File: src/rtl/rfq_pkg.sv
// Shared types and constants of the receive frame filter queue.
`default_nettype none
package rfq_pkg;

   localparam int DEF_QUEUE_DEPTH   = 8;
   localparam int DEF_MAX_FRAME_LEN = 127;

   localparam int CSR_IDX_W     = 3;
   localparam int CSR_DATA_W    = 64;
   localparam int STORED_SLOT_W = 3;
   localparam int FREE_SLOTS_W  = 4;

   // register indexes of the configuration port
   localparam logic [CSR_IDX_W-1:0] CSR_PROMISCUOUS = 3'd0;
   localparam logic [CSR_IDX_W-1:0] CSR_AUTO_ACK    = 3'd1;
   localparam logic [CSR_IDX_W-1:0] CSR_FILTER_PAN  = 3'd2;
   localparam logic [CSR_IDX_W-1:0] CSR_FILTER_SHORT = 3'd3;
   localparam logic [CSR_IDX_W-1:0] CSR_FILTER_LONG = 3'd4;

   // frame control codes
   localparam logic [2:0]  FT_DATA  = 3'd1;
   localparam logic [2:0]  FT_ACK   = 3'd2;
   localparam logic [1:0]  AM_SHORT = 2'd2;
   localparam logic [1:0]  AM_LONG  = 2'd3;
   localparam logic [15:0] BCAST_ID = 16'hffff;
   localparam logic [6:0]  MIN_FRAME_LEN = 7'd5;
   localparam logic [6:0]  CRC_BYTES = 7'd2;
   localparam logic [7:0]  LQI_MAX  = 8'd255;

   typedef enum logic [1:0] {
      OP_FRAME     = 2'd0,
      OP_DEQUEUE   = 2'd1,
      OP_CLEAR_ACK = 2'd2,
      OP_FLUSH     = 2'd3
   } op_type;

   typedef struct packed {
      logic [1:0]  req_type;
      logic        crc_ok;
      logic [6:0]  frame_len;
      logic [2:0]  frame_type;
      logic [1:0]  dest_mode;
      logic        ack_request;
      logic [7:0]  seq_num;
      logic [15:0] dest_pan;
      logic [15:0] dest_short;
      logic [63:0] dest_long;
      logic [7:0]  lqi_raw;
      logic [7:0]  rssi_raw;
   } req_payload_type;

   typedef struct packed {
      logic                    accepted;
      logic                    send_ack;
      logic [7:0]              ack_seq;
      logic [STORED_SLOT_W-1:0] stored_slot;
      logic                    dropped_full;
      logic                    last_ack_valid;
      logic [7:0]              last_ack_seq;
      logic                    deq_valid;
      logic [6:0]              deq_len;
      logic [7:0]              deq_lqi;
      logic signed [7:0]       deq_rssi;
      logic [FREE_SLOTS_W-1:0] free_slots;
   } rsp_payload_type;

   typedef struct packed {
      logic        promiscuous;
      logic        auto_ack;
      logic [15:0] filter_pan;
      logic [15:0] filter_short_addr;
      logic [63:0] filter_long_addr;
   } cfg_type;

   // classified request handed from the front to the back
   typedef struct packed {
      op_type     op;
      logic       acc;
      logic       want_ack;
      logic       is_ack;
      logic [7:0] seq;
      logic [6:0] len;
      logic [7:0] lqi;
      logic [7:0] rssi;
   } cmd_type;

   typedef struct packed {
      logic [6:0] len;
      logic [7:0] lqi;
      logic [7:0] rssi;
   } slot_type;

endpackage
`default_nettype wire

File: src/rtl/rfq_req_if.sv
// Request channel interface: valid, ready and request payload.
`default_nettype none
interface rfq_req_if import rfq_pkg::*; ();
   logic            valid;
   logic            ready;
   req_payload_type data;

   modport source (output valid, output data, input ready);
   modport sink   (input valid, input data, output ready);
endinterface
`default_nettype wire

File: src/rtl/rfq_rsp_if.sv
// Response channel interface: valid, ready and response payload.
`default_nettype none
interface rfq_rsp_if import rfq_pkg::*; ();
   logic            valid;
   logic            ready;
   rsp_payload_type data;

   modport source (output valid, output data, input ready);
   modport sink   (input valid, input data, output ready);
endinterface
`default_nettype wire

File: src/rtl/rfq_csr.sv
// Configuration registers of the frame filter.
`default_nettype none
module rfq_csr import rfq_pkg::*; (
   input  logic                  clock,
   input  logic                  reset,
   input  logic                  csr_we,
   input  logic [CSR_IDX_W-1:0]  csr_index,
   input  logic [CSR_DATA_W-1:0] csr_wdata,
   output cfg_type               cfg
);

   cfg_type cfg_ff;

   always_ff @(posedge clock) begin
      if (reset) begin
         cfg_ff <= '0;
      end else if (csr_we) begin
         unique case (csr_index)
            CSR_PROMISCUOUS:  cfg_ff.promiscuous       <= csr_wdata[0];
            CSR_AUTO_ACK:     cfg_ff.auto_ack          <= csr_wdata[0];
            CSR_FILTER_PAN:   cfg_ff.filter_pan        <= csr_wdata[15:0];
            CSR_FILTER_SHORT: cfg_ff.filter_short_addr <= csr_wdata[15:0];
            CSR_FILTER_LONG:  cfg_ff.filter_long_addr  <= csr_wdata;
            default: ;
         endcase
      end
   end

   assign cfg = cfg_ff;

endmodule
`default_nettype wire

File: src/rtl/rfq_front.sv
// Front end: classify incoming requests and buffer them in a two-entry queue.
`default_nettype none
module rfq_front import rfq_pkg::*; #(
   parameter int MAX_FRAME_LEN = DEF_MAX_FRAME_LEN
) (
   input  logic    clock,
   input  logic    reset,
   input  cfg_type cfg,
   rfq_req_if.sink req_chan,
   output logic    cmd_valid,
   output cmd_type cmd,
   input  logic    cmd_pop
);

   localparam int CMDQ_DEPTH = 2;

   req_payload_type p;
   cmd_type         cls;
   cmd_type         cmdq_ff [CMDQ_DEPTH];
   logic            wr_ptr_ff;
   logic            rd_ptr_ff;
   logic [1:0]      fill_ff;
   logic [1:0]      fill_in;
   logic            push;

   assign p = req_chan.data;

   // filter decision depends only on the request and the configuration
   always_comb begin
      cls.op       = op_type'(p.req_type);
      cls.acc      = 1'b0;
      cls.want_ack = 1'b0;
      cls.is_ack   = 1'b0;
      cls.seq      = p.seq_num;
      cls.len      = (p.frame_len > 7'(MAX_FRAME_LEN)) ? 7'(MAX_FRAME_LEN) : p.frame_len;
      cls.lqi      = p.lqi_raw;
      cls.rssi     = p.rssi_raw;
      if (cfg.promiscuous) begin
         cls.acc = 1'b1;
      end else if (p.crc_ok && (p.frame_len >= MIN_FRAME_LEN)) begin
         if (p.frame_type == FT_ACK) begin
            cls.is_ack = 1'b1;
         end else if (p.frame_type == FT_DATA) begin
            if (p.dest_mode == AM_SHORT) begin
               cls.acc = ((p.dest_pan == BCAST_ID) && (p.dest_short == BCAST_ID)) ||
                         ((p.dest_pan == cfg.filter_pan) &&
                          ((p.dest_short == BCAST_ID) ||
                           (p.dest_short == cfg.filter_short_addr)));
            end else if (p.dest_mode == AM_LONG) begin
               cls.acc = (p.dest_pan == cfg.filter_pan) &&
                         (p.dest_long == cfg.filter_long_addr);
            end
            cls.want_ack = cls.acc && p.ack_request && cfg.auto_ack;
         end
      end
   end

   assign req_chan.ready = (fill_ff != 2'(CMDQ_DEPTH));
   assign push           = req_chan.valid && req_chan.ready;

   always_comb begin
      case ({push, cmd_pop})
         2'b10:   fill_in = fill_ff + 2'd1;
         2'b01:   fill_in = fill_ff - 2'd1;
         default: fill_in = fill_ff;
      endcase
   end

   always_ff @(posedge clock) begin
      if (reset) begin
         wr_ptr_ff <= 1'b0;
         rd_ptr_ff <= 1'b0;
         fill_ff   <= 2'd0;
      end else begin
         if (push) begin
            wr_ptr_ff <= ~wr_ptr_ff;
         end
         if (cmd_pop) begin
            rd_ptr_ff <= ~rd_ptr_ff;
         end
         fill_ff <= fill_in;
      end
      if (push) begin
         cmdq_ff[wr_ptr_ff] <= cls;
      end
   end

   assign cmd_valid = (fill_ff != 2'd0);
   assign cmd       = cmdq_ff[rd_ptr_ff];

endmodule
`default_nettype wire

File: src/rtl/rfq_back.sv
// Back end: descriptor queue, ack tracking and the response register.
`default_nettype none
module rfq_back import rfq_pkg::*; #(
   parameter int QUEUE_DEPTH = DEF_QUEUE_DEPTH
) (
   input  logic      clock,
   input  logic      reset,
   input  logic      cmd_valid,
   input  cmd_type   cmd,
   output logic      cmd_pop,
   rfq_rsp_if.source rsp_chan
);

   localparam int IDX_W      = $clog2(QUEUE_DEPTH);
   localparam int CNT_W      = $clog2(QUEUE_DEPTH + 1);
   localparam int FREE_W     = (CNT_W > FREE_SLOTS_W) ? CNT_W : FREE_SLOTS_W;
   localparam int SLOT_EXT_W = IDX_W + STORED_SLOT_W;

   typedef enum logic {B_RUN, B_DEQ} bstate_type;

   bstate_type      state_ff, state_in;
   logic [IDX_W-1:0] widx_ff, widx_in, widx_nxt;
   logic [IDX_W-1:0] ridx_ff, ridx_in, ridx_nxt;
   logic [CNT_W-1:0] count_ff, count_in;
   logic            ack_seen_ff, ack_seen_in;
   logic [7:0]      ack_seq_ff, ack_seq_in;
   logic            rsp_valid_ff, rsp_valid_in;
   rsp_payload_type rsp_data_ff, rsp_data_in;
   rsp_payload_type res;
   logic            make_rsp;
   logic            out_free;
   logic            mem_we;
   slot_type        mem_wdata;
   slot_type        slot_mem [QUEUE_DEPTH];
   slot_type        rdata_ff;
   logic [SLOT_EXT_W-1:0] widx_ext;
   logic [FREE_W-1:0]     free_w;

   assign out_free = !rsp_valid_ff || rsp_chan.ready;
   assign widx_nxt = (widx_ff == IDX_W'(QUEUE_DEPTH - 1)) ? '0 : widx_ff + IDX_W'(1);
   assign ridx_nxt = (ridx_ff == IDX_W'(QUEUE_DEPTH - 1)) ? '0 : ridx_ff + IDX_W'(1);
   assign widx_ext = SLOT_EXT_W'(widx_ff);

   always_comb begin
      state_in     = state_ff;
      widx_in      = widx_ff;
      ridx_in      = ridx_ff;
      count_in     = count_ff;
      ack_seen_in  = ack_seen_ff;
      ack_seq_in   = ack_seq_ff;
      rsp_valid_in = rsp_valid_ff && !rsp_chan.ready;
      rsp_data_in  = rsp_data_ff;
      cmd_pop      = 1'b0;
      mem_we       = 1'b0;
      mem_wdata    = '{len: cmd.len, lqi: cmd.lqi, rssi: cmd.rssi};
      make_rsp     = 1'b0;
      res          = '0;
      unique case (state_ff)
         B_RUN: begin
            if (cmd_valid && out_free) begin
               cmd_pop = 1'b1;
               unique case (cmd.op)
                  OP_FRAME: begin
                     make_rsp = 1'b1;
                     if (count_ff == CNT_W'(QUEUE_DEPTH)) begin
                        res.dropped_full = 1'b1;
                     end else begin
                        if (cmd.is_ack) begin
                           ack_seen_in = 1'b1;
                           ack_seq_in  = cmd.seq;
                        end
                        if (cmd.acc) begin
                           res.accepted    = 1'b1;
                           res.stored_slot = widx_ext[STORED_SLOT_W-1:0];
                           res.send_ack    = cmd.want_ack;
                           res.ack_seq     = cmd.want_ack ? cmd.seq : 8'd0;
                           mem_we          = 1'b1;
                           widx_in         = widx_nxt;
                           count_in        = count_ff + CNT_W'(1);
                        end
                     end
                  end
                  OP_DEQUEUE: begin
                     // enter B_DEQ so the registered slot memory read can present the entry
                     if (count_ff != '0) begin
                        state_in = B_DEQ;
                     end else begin
                        make_rsp = 1'b1;
                     end
                  end
                  OP_CLEAR_ACK: begin
                     make_rsp    = 1'b1;
                     ack_seen_in = 1'b0;
                  end
                  OP_FLUSH: begin
                     make_rsp = 1'b1;
                     widx_in  = '0;
                     ridx_in  = '0;
                     count_in = '0;
                  end
               endcase
            end
         end
         B_DEQ: begin
            if (out_free) begin
               make_rsp      = 1'b1;
               res.deq_valid = 1'b1;
               res.deq_len   = (rdata_ff.len >= CRC_BYTES) ? rdata_ff.len - CRC_BYTES
                                                           : rdata_ff.len;
               res.deq_lqi   = (rdata_ff.lqi[7:6] != 2'b00) ? LQI_MAX
                                                            : {rdata_ff.lqi[5:0], 2'b00};
               res.deq_rssi  = $signed(8'h00 - rdata_ff.rssi);
               ridx_in       = ridx_nxt;
               count_in      = count_ff - CNT_W'(1);
               state_in      = B_RUN;
            end
         end
      endcase
      free_w             = FREE_W'(QUEUE_DEPTH) - FREE_W'(count_in);
      res.free_slots     = free_w[FREE_SLOTS_W-1:0];
      res.last_ack_valid = ack_seen_in;
      res.last_ack_seq   = ack_seen_in ? ack_seq_in : 8'd0;
      if (make_rsp) begin
         rsp_valid_in = 1'b1;
         rsp_data_in  = res;
      end
   end

   always_ff @(posedge clock) begin
      if (reset) begin
         state_ff     <= B_RUN;
         widx_ff      <= '0;
         ridx_ff      <= '0;
         count_ff     <= '0;
         ack_seen_ff  <= 1'b0;
         ack_seq_ff   <= 8'd0;
         rsp_valid_ff <= 1'b0;
      end else begin
         state_ff     <= state_in;
         widx_ff      <= widx_in;
         ridx_ff      <= ridx_in;
         count_ff     <= count_in;
         ack_seen_ff  <= ack_seen_in;
         ack_seq_ff   <= ack_seq_in;
         rsp_valid_ff <= rsp_valid_in;
      end
      rsp_data_ff <= rsp_data_in;
   end

   always_ff @(posedge clock) begin
      if (mem_we) begin
         slot_mem[widx_ff] <= mem_wdata;
      end
      rdata_ff <= slot_mem[ridx_ff];
   end

   assign rsp_chan.valid = rsp_valid_ff;
   assign rsp_chan.data  = rsp_data_ff;

endmodule
`default_nettype wire

File: src/rtl/ieee802154_rx_frame_filter_queue_top.sv
// IEEE 802.15.4 receive frame filter: in a frame request, out a response per request, 
// with a bounded receive descriptor queue.
//
// Channels: req_chan carries one request per handshake (frame header,
// dequeue, clear ack tracking, flush); rsp_chan returns exactly one
// response per request, in order. The csr_ port writes filter settings;
// write it only while no request is in flight.
// An accepted request is registered in the request queue, then its response
// in the back end; a dequeue hit also passes the B_DEQ state, since the slot
// memory read port is registered. Throughput: one request per cycle for
// frame, clear and flush requests while the receiver takes responses; a
// dequeue hit holds the back end in B_DEQ, set by the single slot memory read.
// A two-entry request queue separates the classifier front end from the
// queue back end, so either side can hold without losing work.
// Reset: clears queue indices, fill count, ack tracking, configuration and
// both handshake stages; slot contents are not cleared.
// Receiver stall: the response register holds, the back end stops, the
// request queue fills and req_chan.ready drops once it holds two requests.
`default_nettype none
module ieee802154_rx_frame_filter_queue_top import rfq_pkg::*; #(
   parameter int QUEUE_DEPTH   = DEF_QUEUE_DEPTH,
   parameter int MAX_FRAME_LEN = DEF_MAX_FRAME_LEN
) (
   input  logic                  clock,
   input  logic                  reset,
   input  logic                  csr_we,
   input  logic [CSR_IDX_W-1:0]  csr_index,
   input  logic [CSR_DATA_W-1:0] csr_wdata,
   rfq_req_if.sink               req_chan,
   rfq_rsp_if.source             rsp_chan
);

   cfg_type cfg;
   logic    cmd_valid;
   cmd_type cmd;
   logic    cmd_pop;

   // configuration registers
   rfq_csr u_csr (
      .clock     (clock),
      .reset     (reset),
      .csr_we    (csr_we),
      .csr_index (csr_index),
      .csr_wdata (csr_wdata),
      .cfg       (cfg)
   );

   // classify each request and hold it until the back end is free
   rfq_front #(
      .MAX_FRAME_LEN (MAX_FRAME_LEN)
   ) u_front (
      .clock     (clock),
      .reset     (reset),
      .cfg       (cfg),
      .req_chan  (req_chan),
      .cmd_valid (cmd_valid),
      .cmd       (cmd),
      .cmd_pop   (cmd_pop)
   );

   // advance queue state and register the response
   rfq_back #(
      .QUEUE_DEPTH (QUEUE_DEPTH)
   ) u_back (
      .clock     (clock),
      .reset     (reset),
      .cmd_valid (cmd_valid),
      .cmd       (cmd),
      .cmd_pop   (cmd_pop),
      .rsp_chan  (rsp_chan)
   );

`ifndef SYNTH
   // an unpopped command at the head of the request queue must not change
   a_cmd_hold: assert property (@(posedge clock) disable iff (reset)
      (cmd_valid && !cmd_pop) |=> (cmd_valid && (cmd == $past(cmd))))
      else $error("request queue head changed while held");

   // an acknowledgement is only raised for a stored frame
   a_ack_needs_accept: assert property (@(posedge clock) disable iff (reset)
      (rsp_chan.valid && rsp_chan.data.send_ack) |-> rsp_chan.data.accepted)
      else $error("send_ack without accepted frame");

   // a response is at most one of stored, dropped and dequeued
   a_exclusive_outcome: assert property (@(posedge clock) disable iff (reset)
      rsp_chan.valid |-> !((rsp_chan.data.accepted && rsp_chan.data.dropped_full) ||
                           (rsp_chan.data.accepted && rsp_chan.data.deq_valid) ||
                           (rsp_chan.data.dropped_full && rsp_chan.data.deq_valid)))
      else $error("conflicting response outcome");

   // the free slot count never exceeds the queue depth
   a_free_bound: assert property (@(posedge clock) disable iff (reset)
      rsp_chan.valid |-> ((QUEUE_DEPTH > 15) ||
                          (rsp_chan.data.free_slots <= FREE_SLOTS_W'(QUEUE_DEPTH))))
      else $error("free slot count above queue depth");
`endif

endmodule
`default_nettype wire

File: src/flat_wrapper.sv
// flat-port wrapper written by rule: the top's interface ports become plain ports
module ieee802154_rx_frame_filter_queue_top_flat import rfq_pkg::*;
#(
   parameter int QUEUE_DEPTH   = DEF_QUEUE_DEPTH,
   parameter int MAX_FRAME_LEN = DEF_MAX_FRAME_LEN
)
  (clock, reset, csr_we, csr_index, csr_wdata, req_chan_valid, req_chan_data, req_chan_ready, rsp_chan_valid, rsp_chan_data, rsp_chan_ready);
  rfq_req_if req_chan_i ();
  rfq_rsp_if rsp_chan_i ();
  input  logic clock;
  input  logic reset;
  input  logic csr_we;
  input  logic [CSR_IDX_W-1:0] csr_index;
  input  logic [CSR_DATA_W-1:0] csr_wdata;
  input wire logic [$bits(req_chan_i.valid)-1:0] req_chan_valid;
  input wire logic [$bits(req_chan_i.data)-1:0] req_chan_data;
  output wire logic [$bits(req_chan_i.ready)-1:0] req_chan_ready;
  output wire logic [$bits(rsp_chan_i.valid)-1:0] rsp_chan_valid;
  output wire logic [$bits(rsp_chan_i.data)-1:0] rsp_chan_data;
  input wire logic [$bits(rsp_chan_i.ready)-1:0] rsp_chan_ready;
  assign req_chan_i.valid = req_chan_valid;
  assign req_chan_i.data = req_chan_data;
  assign req_chan_ready = req_chan_i.ready;
  assign rsp_chan_valid = rsp_chan_i.valid;
  assign rsp_chan_data = rsp_chan_i.data;
  assign rsp_chan_i.ready = rsp_chan_ready;
  ieee802154_rx_frame_filter_queue_top #(.QUEUE_DEPTH(QUEUE_DEPTH), .MAX_FRAME_LEN(MAX_FRAME_LEN)) u_core (.clock(clock), .reset(reset), .csr_we(csr_we), .csr_index(csr_index), .csr_wdata(csr_wdata), .req_chan(req_chan_i), .rsp_chan(rsp_chan_i));
endmodule
File: config.mk
export PLATFORM = sky130hd
export DESIGN_NAME = ieee802154_rx_frame_filter_queue_top_flat
export DESIGN_NICKNAME = d
export VERILOG_FILES = /design/src/rtl/rfq_pkg.sv /design/src/rtl/rfq_req_if.sv /design/src/rtl/rfq_rsp_if.sv /design/src/rtl/rfq_csr.sv /design/src/rtl/rfq_front.sv /design/src/rtl/rfq_back.sv /design/src/rtl/ieee802154_rx_frame_filter_queue_top.sv /design/src/flat_wrapper.sv
export SDC_FILE = /design/constraint.sdc
export NUM_CORES = 1
export LEC_CHECK = 0
export BUFFER_PORTS_ARGS = -buffer_cell sky130_fd_sc_hd__clkbuf_2
export CAP_MARGIN = 20
export CORE_UTILIZATION = 46
export DETAILED_ROUTE_END_ITERATION = 8
export GPL_ROUTABILITY_DRIVEN = 0
export PLACE_DENSITY = 0.63
export SYNTH_ARGS = -nofsm -noshare
export SYNTH_HDL_FRONTEND = slang
export SYNTH_SLANG_ARGS = --single-unit
File: constraint.sdc
create_clock -name clock -period 6.27 [get_ports clock]
set_clock_uncertainty 0.05 [all_clocks]
set_input_delay 0.627 -clock clock [delete_from_list [all_inputs] [get_ports clock]]
set_output_delay 0.627 -clock clock [all_outputs]
set_load 0.1 [all_outputs]
==> impl_metrics.csv <==
group,metric,value,unit
sta,fin_hold_ws,181,ps
clocking,post_cts_buffers,0,
sta,setup_ws,2900,ps
hold_path,worstHoldPathCells,1,
clocking,htreeDepth,2,
clocking,cts_resized,0,
run_status,status,"complete, no violations",
clocking,root_buffer,"clkbuf_16",
routing,drt-pass1-iter-count,5,
critical_path,crit_path_start_kind,"flip-flop",
cells_and_area,layout.cell_area.non_filler,21500,µm²
clocking,cts_sinks,453,
synthesis,synth_edf_count,306,
pwr,p_leak,7.56,nW
clocking,clockBufferDepth,3,
sta,rsz0062_at_grt,"false",
sta,period_needed,3370,ps
global_routing,antenna_found_initial,1,
floorplan,die_h,200,µm
sta,worst_pin_slew,1040,ps
hold_path,hp-class,"in2reg",
critical_path,critPathArrivalTime,3590,ps
synthesis,syn_inst,1311,
synthesis,netlist.area_leader.share,0.512,
synthesis,synth_area_leader_cell,"edfxtp_1",
clocking,numCtsBuffers,46,
place,dpl.hpwl,27.5,mm
pwr,peakVddDrop,0.000246,V
sta,fin_setup_tns,0,ps
place,pre_cts_slack,2830,ps
synthesis,yosysWarningCount,0,
synthesis,mappedNetlistArea,18000,µm²
clocking,holdBufCountCts,0,
routing,drtIter0Drc,574,
synthesis,yosysUniqueCellTypes,54,
synthesis,synth_seq_cells,453,
sta,finalHoldViolCount,0,
clocking,clkSlewWorstSetupHoldPaths,60,ps
sta,drv_slew,0,
sta,setup_violations,0,
synthesis,syn_nets,1533,
global_routing,grt-ovfl-total,0,
job,max-cap-violations,0,
floorplan,die_x,200,µm
routing,ant_nets,0,
cells_and_area,nets,1795,
place,postPlaceCellArea,19800,µm²
global_routing,track_usage,0.210,
global_routing,grt_pass1_wl,62.6,mm
floorplan,coreArea,38600,µm²
routing,wirelength,40.6,mm
pwr,power.total,8.34,mW
clocking,cts_tree,"built",
sta,clock.fmax,297,MHz
synthesis,avgSynthCellArea,13.7,µm²
routing,num_vias,11000,
cells_and_area,layout_common_cells,"306 x edfxtp_1, 259 x clkbuf_2, 218 x nand2_1, 144 x dfxtp_1, 115 x a21oi_1",
place,portBuffers,260,
floorplan,io_pins,261,
place,post-place-cells,2042,
synthesis,ys_top_cells_by_area,"edfxtp_1 51%, dfxtp_1 16%, mux4_2 5.8%, xnor2_1 5.0%, nand2_1 4.6%",
routing,remaining_drc_errors,0,
critical_path,ff2ff_path_depth,7,
critical_path,cp_max_fo,15,
floorplan,die-area,39800,µm²
cells_and_area,final_util,0.557,
cells_and_area,layout_commonest_cell,"edfxtp_1",
routing,viasPerCell,5.14,
floorplan,rows,72,
global_routing,grt_pass1_vias,11300,
routing,wl_per_cell,19.0,µm
global_routing,grt_max_degree,76,
cells_and_area,drive_above_1_share,0.297,
synthesis,synthArstFlopShare,0,
synthesis,synth_ff_type,"edfxtp_1",
floorplan,start_util,0.466,
sta,relSlewSlack,0.302,
cells_and_area,area_growth,19.6,%
critical_path,endpoint_kind,"flip-flop",
critical_path,path_class,"reg2reg",
clocking,clkLatencyLatePin,580,ps
sta,finalCritPeriodShare,0.538,
pwr,power.density,389,nW/µm²
cells_and_area,stdcell_count,2130,
critical_path,crit_required,6480,ps
synthesis,synth_seq_area_share,0.676,
-- layout make-up --
class / count / area (µm²)
fill: 3283 / 17100
sequential: 453 / 12100
multi-input combinational: 777 / 5540
timing repair buffer: 280 / 1470
clock buffer: 53 / 1200
tap: 518 / 648
clock inverter: 33 / 414
inverter: 15 / 56.3
antenna: 1 / 2.50
-- power breakdown --
part,leakage [nW],total [mW],internal [mW],switching [mW]
clock network,0.782,2.88,1.71,1.17
logic,2.76,1.75,0.361,1.39
registers,4.02,3.71,3.59,0.113
total,7.56,8.34,5.67,2.67
-- state kept, by name (all words and copies together), names as in the netlist, named ones only --
name,count
u_core.u_front.wr_ptr_ff,1
u_core.u_front.rd_ptr_ff,1
u_core.u_back.count_ff,4
u_core.u_back.rsp_chan.data,50
u_core.u_back.ack_seen_ff,1
u_core.u_back.rsp_chan.valid,1
u_core.u_front.fill_ff,2
u_core.u_back.slot_mem,184
u_core.u_back.ack_seq_ff,8
u_core.u_back.ridx_ff,3
u_core.u_back.state_ff,1
u_core.u_back.rdata_ff,23
u_core.u_csr.cfg,98
u_core.u_front.cmdq_ff,72
u_core.u_back.widx_ff,3
-- critical path, cell delays in order, from the launching register on --
cell and delay [ps]:
dfxtp_2 630, mux2i_1 430, ha_1 520, nand3_4 180
inv_2 140, nand2_1 140, nor2_2 620, buf_4 340
-- synth_stat cells (11+ instances only) --
| library cell | instances |
|---|---|
| inv_1 | 14 |
| ha_1 | 14 |
| mux2_2 | 50 |
| clkbuf_1 | 43 |
| nand4_1 | 34 |
| nor4_1 | 12 |
| edfxtp_1 | 306 |
| mux4_2 | 46 |
| xnor2_1 | 103 |
| nand2_1 | 219 |
| dfxtp_1 | 147 |
| a21oi_1 | 115 |
| nor2_1 | 74 |
| mux2i_1 | 11 |
-- metal layers --
layer / share of wire / track usage
met5: 0 / 0
met4: 0.031 / 0.0783
met3: 0.078 / 0.0614
met2: 0.49 / 0.359
met1: 0.40 / 0.250
-- logic make-up (layout without fill, tap and decap cells) --
| kind of cell | Yosys count | after routing | share of synthesized area |
|---|---|---|---|
| AO/OA/AOI/OAI | 148 | 148 | 0.0464 |
| adder cells (fa/ha/maj) | 14 | 14 | 0.00976 |
| flip-flops | 453 | 453 | 0.676 |
| AND/OR/NAND/NOR | 397 | 397 | 0.0999 |
| buffers and inverters | 81 | 381 | 0.0185 |
| XOR/XNOR | 110 | 110 | 0.0537 |
| other | 0 | 1 | 0 |
| multiplexers | 108 | 108 | 0.0960 |
-- worst paths after layout --
kind / startpoint / to / slack, ps
worst max register to register: flip-flop / u_core.u_back.slot_mem[3][20]$_DFFE_PP_ / 2900
worst max-delay path: flip-flop / u_core.u_back.slot_mem[3][20]$_DFFE_PP_ / 2900
worst min-delay path: req_chan_data[9] / u_core.u_front.cmdq_ff[0][9]$_DFFE_PP_ / 180
worst min register to register: u_core.u_csr.cfg[80]$_SDFFE_PP0P_ / u_core.u_csr.cfg[80]$_SDFFE_PP0P_ / 420
Note: power is estimated with default switching activity, not from simulation.
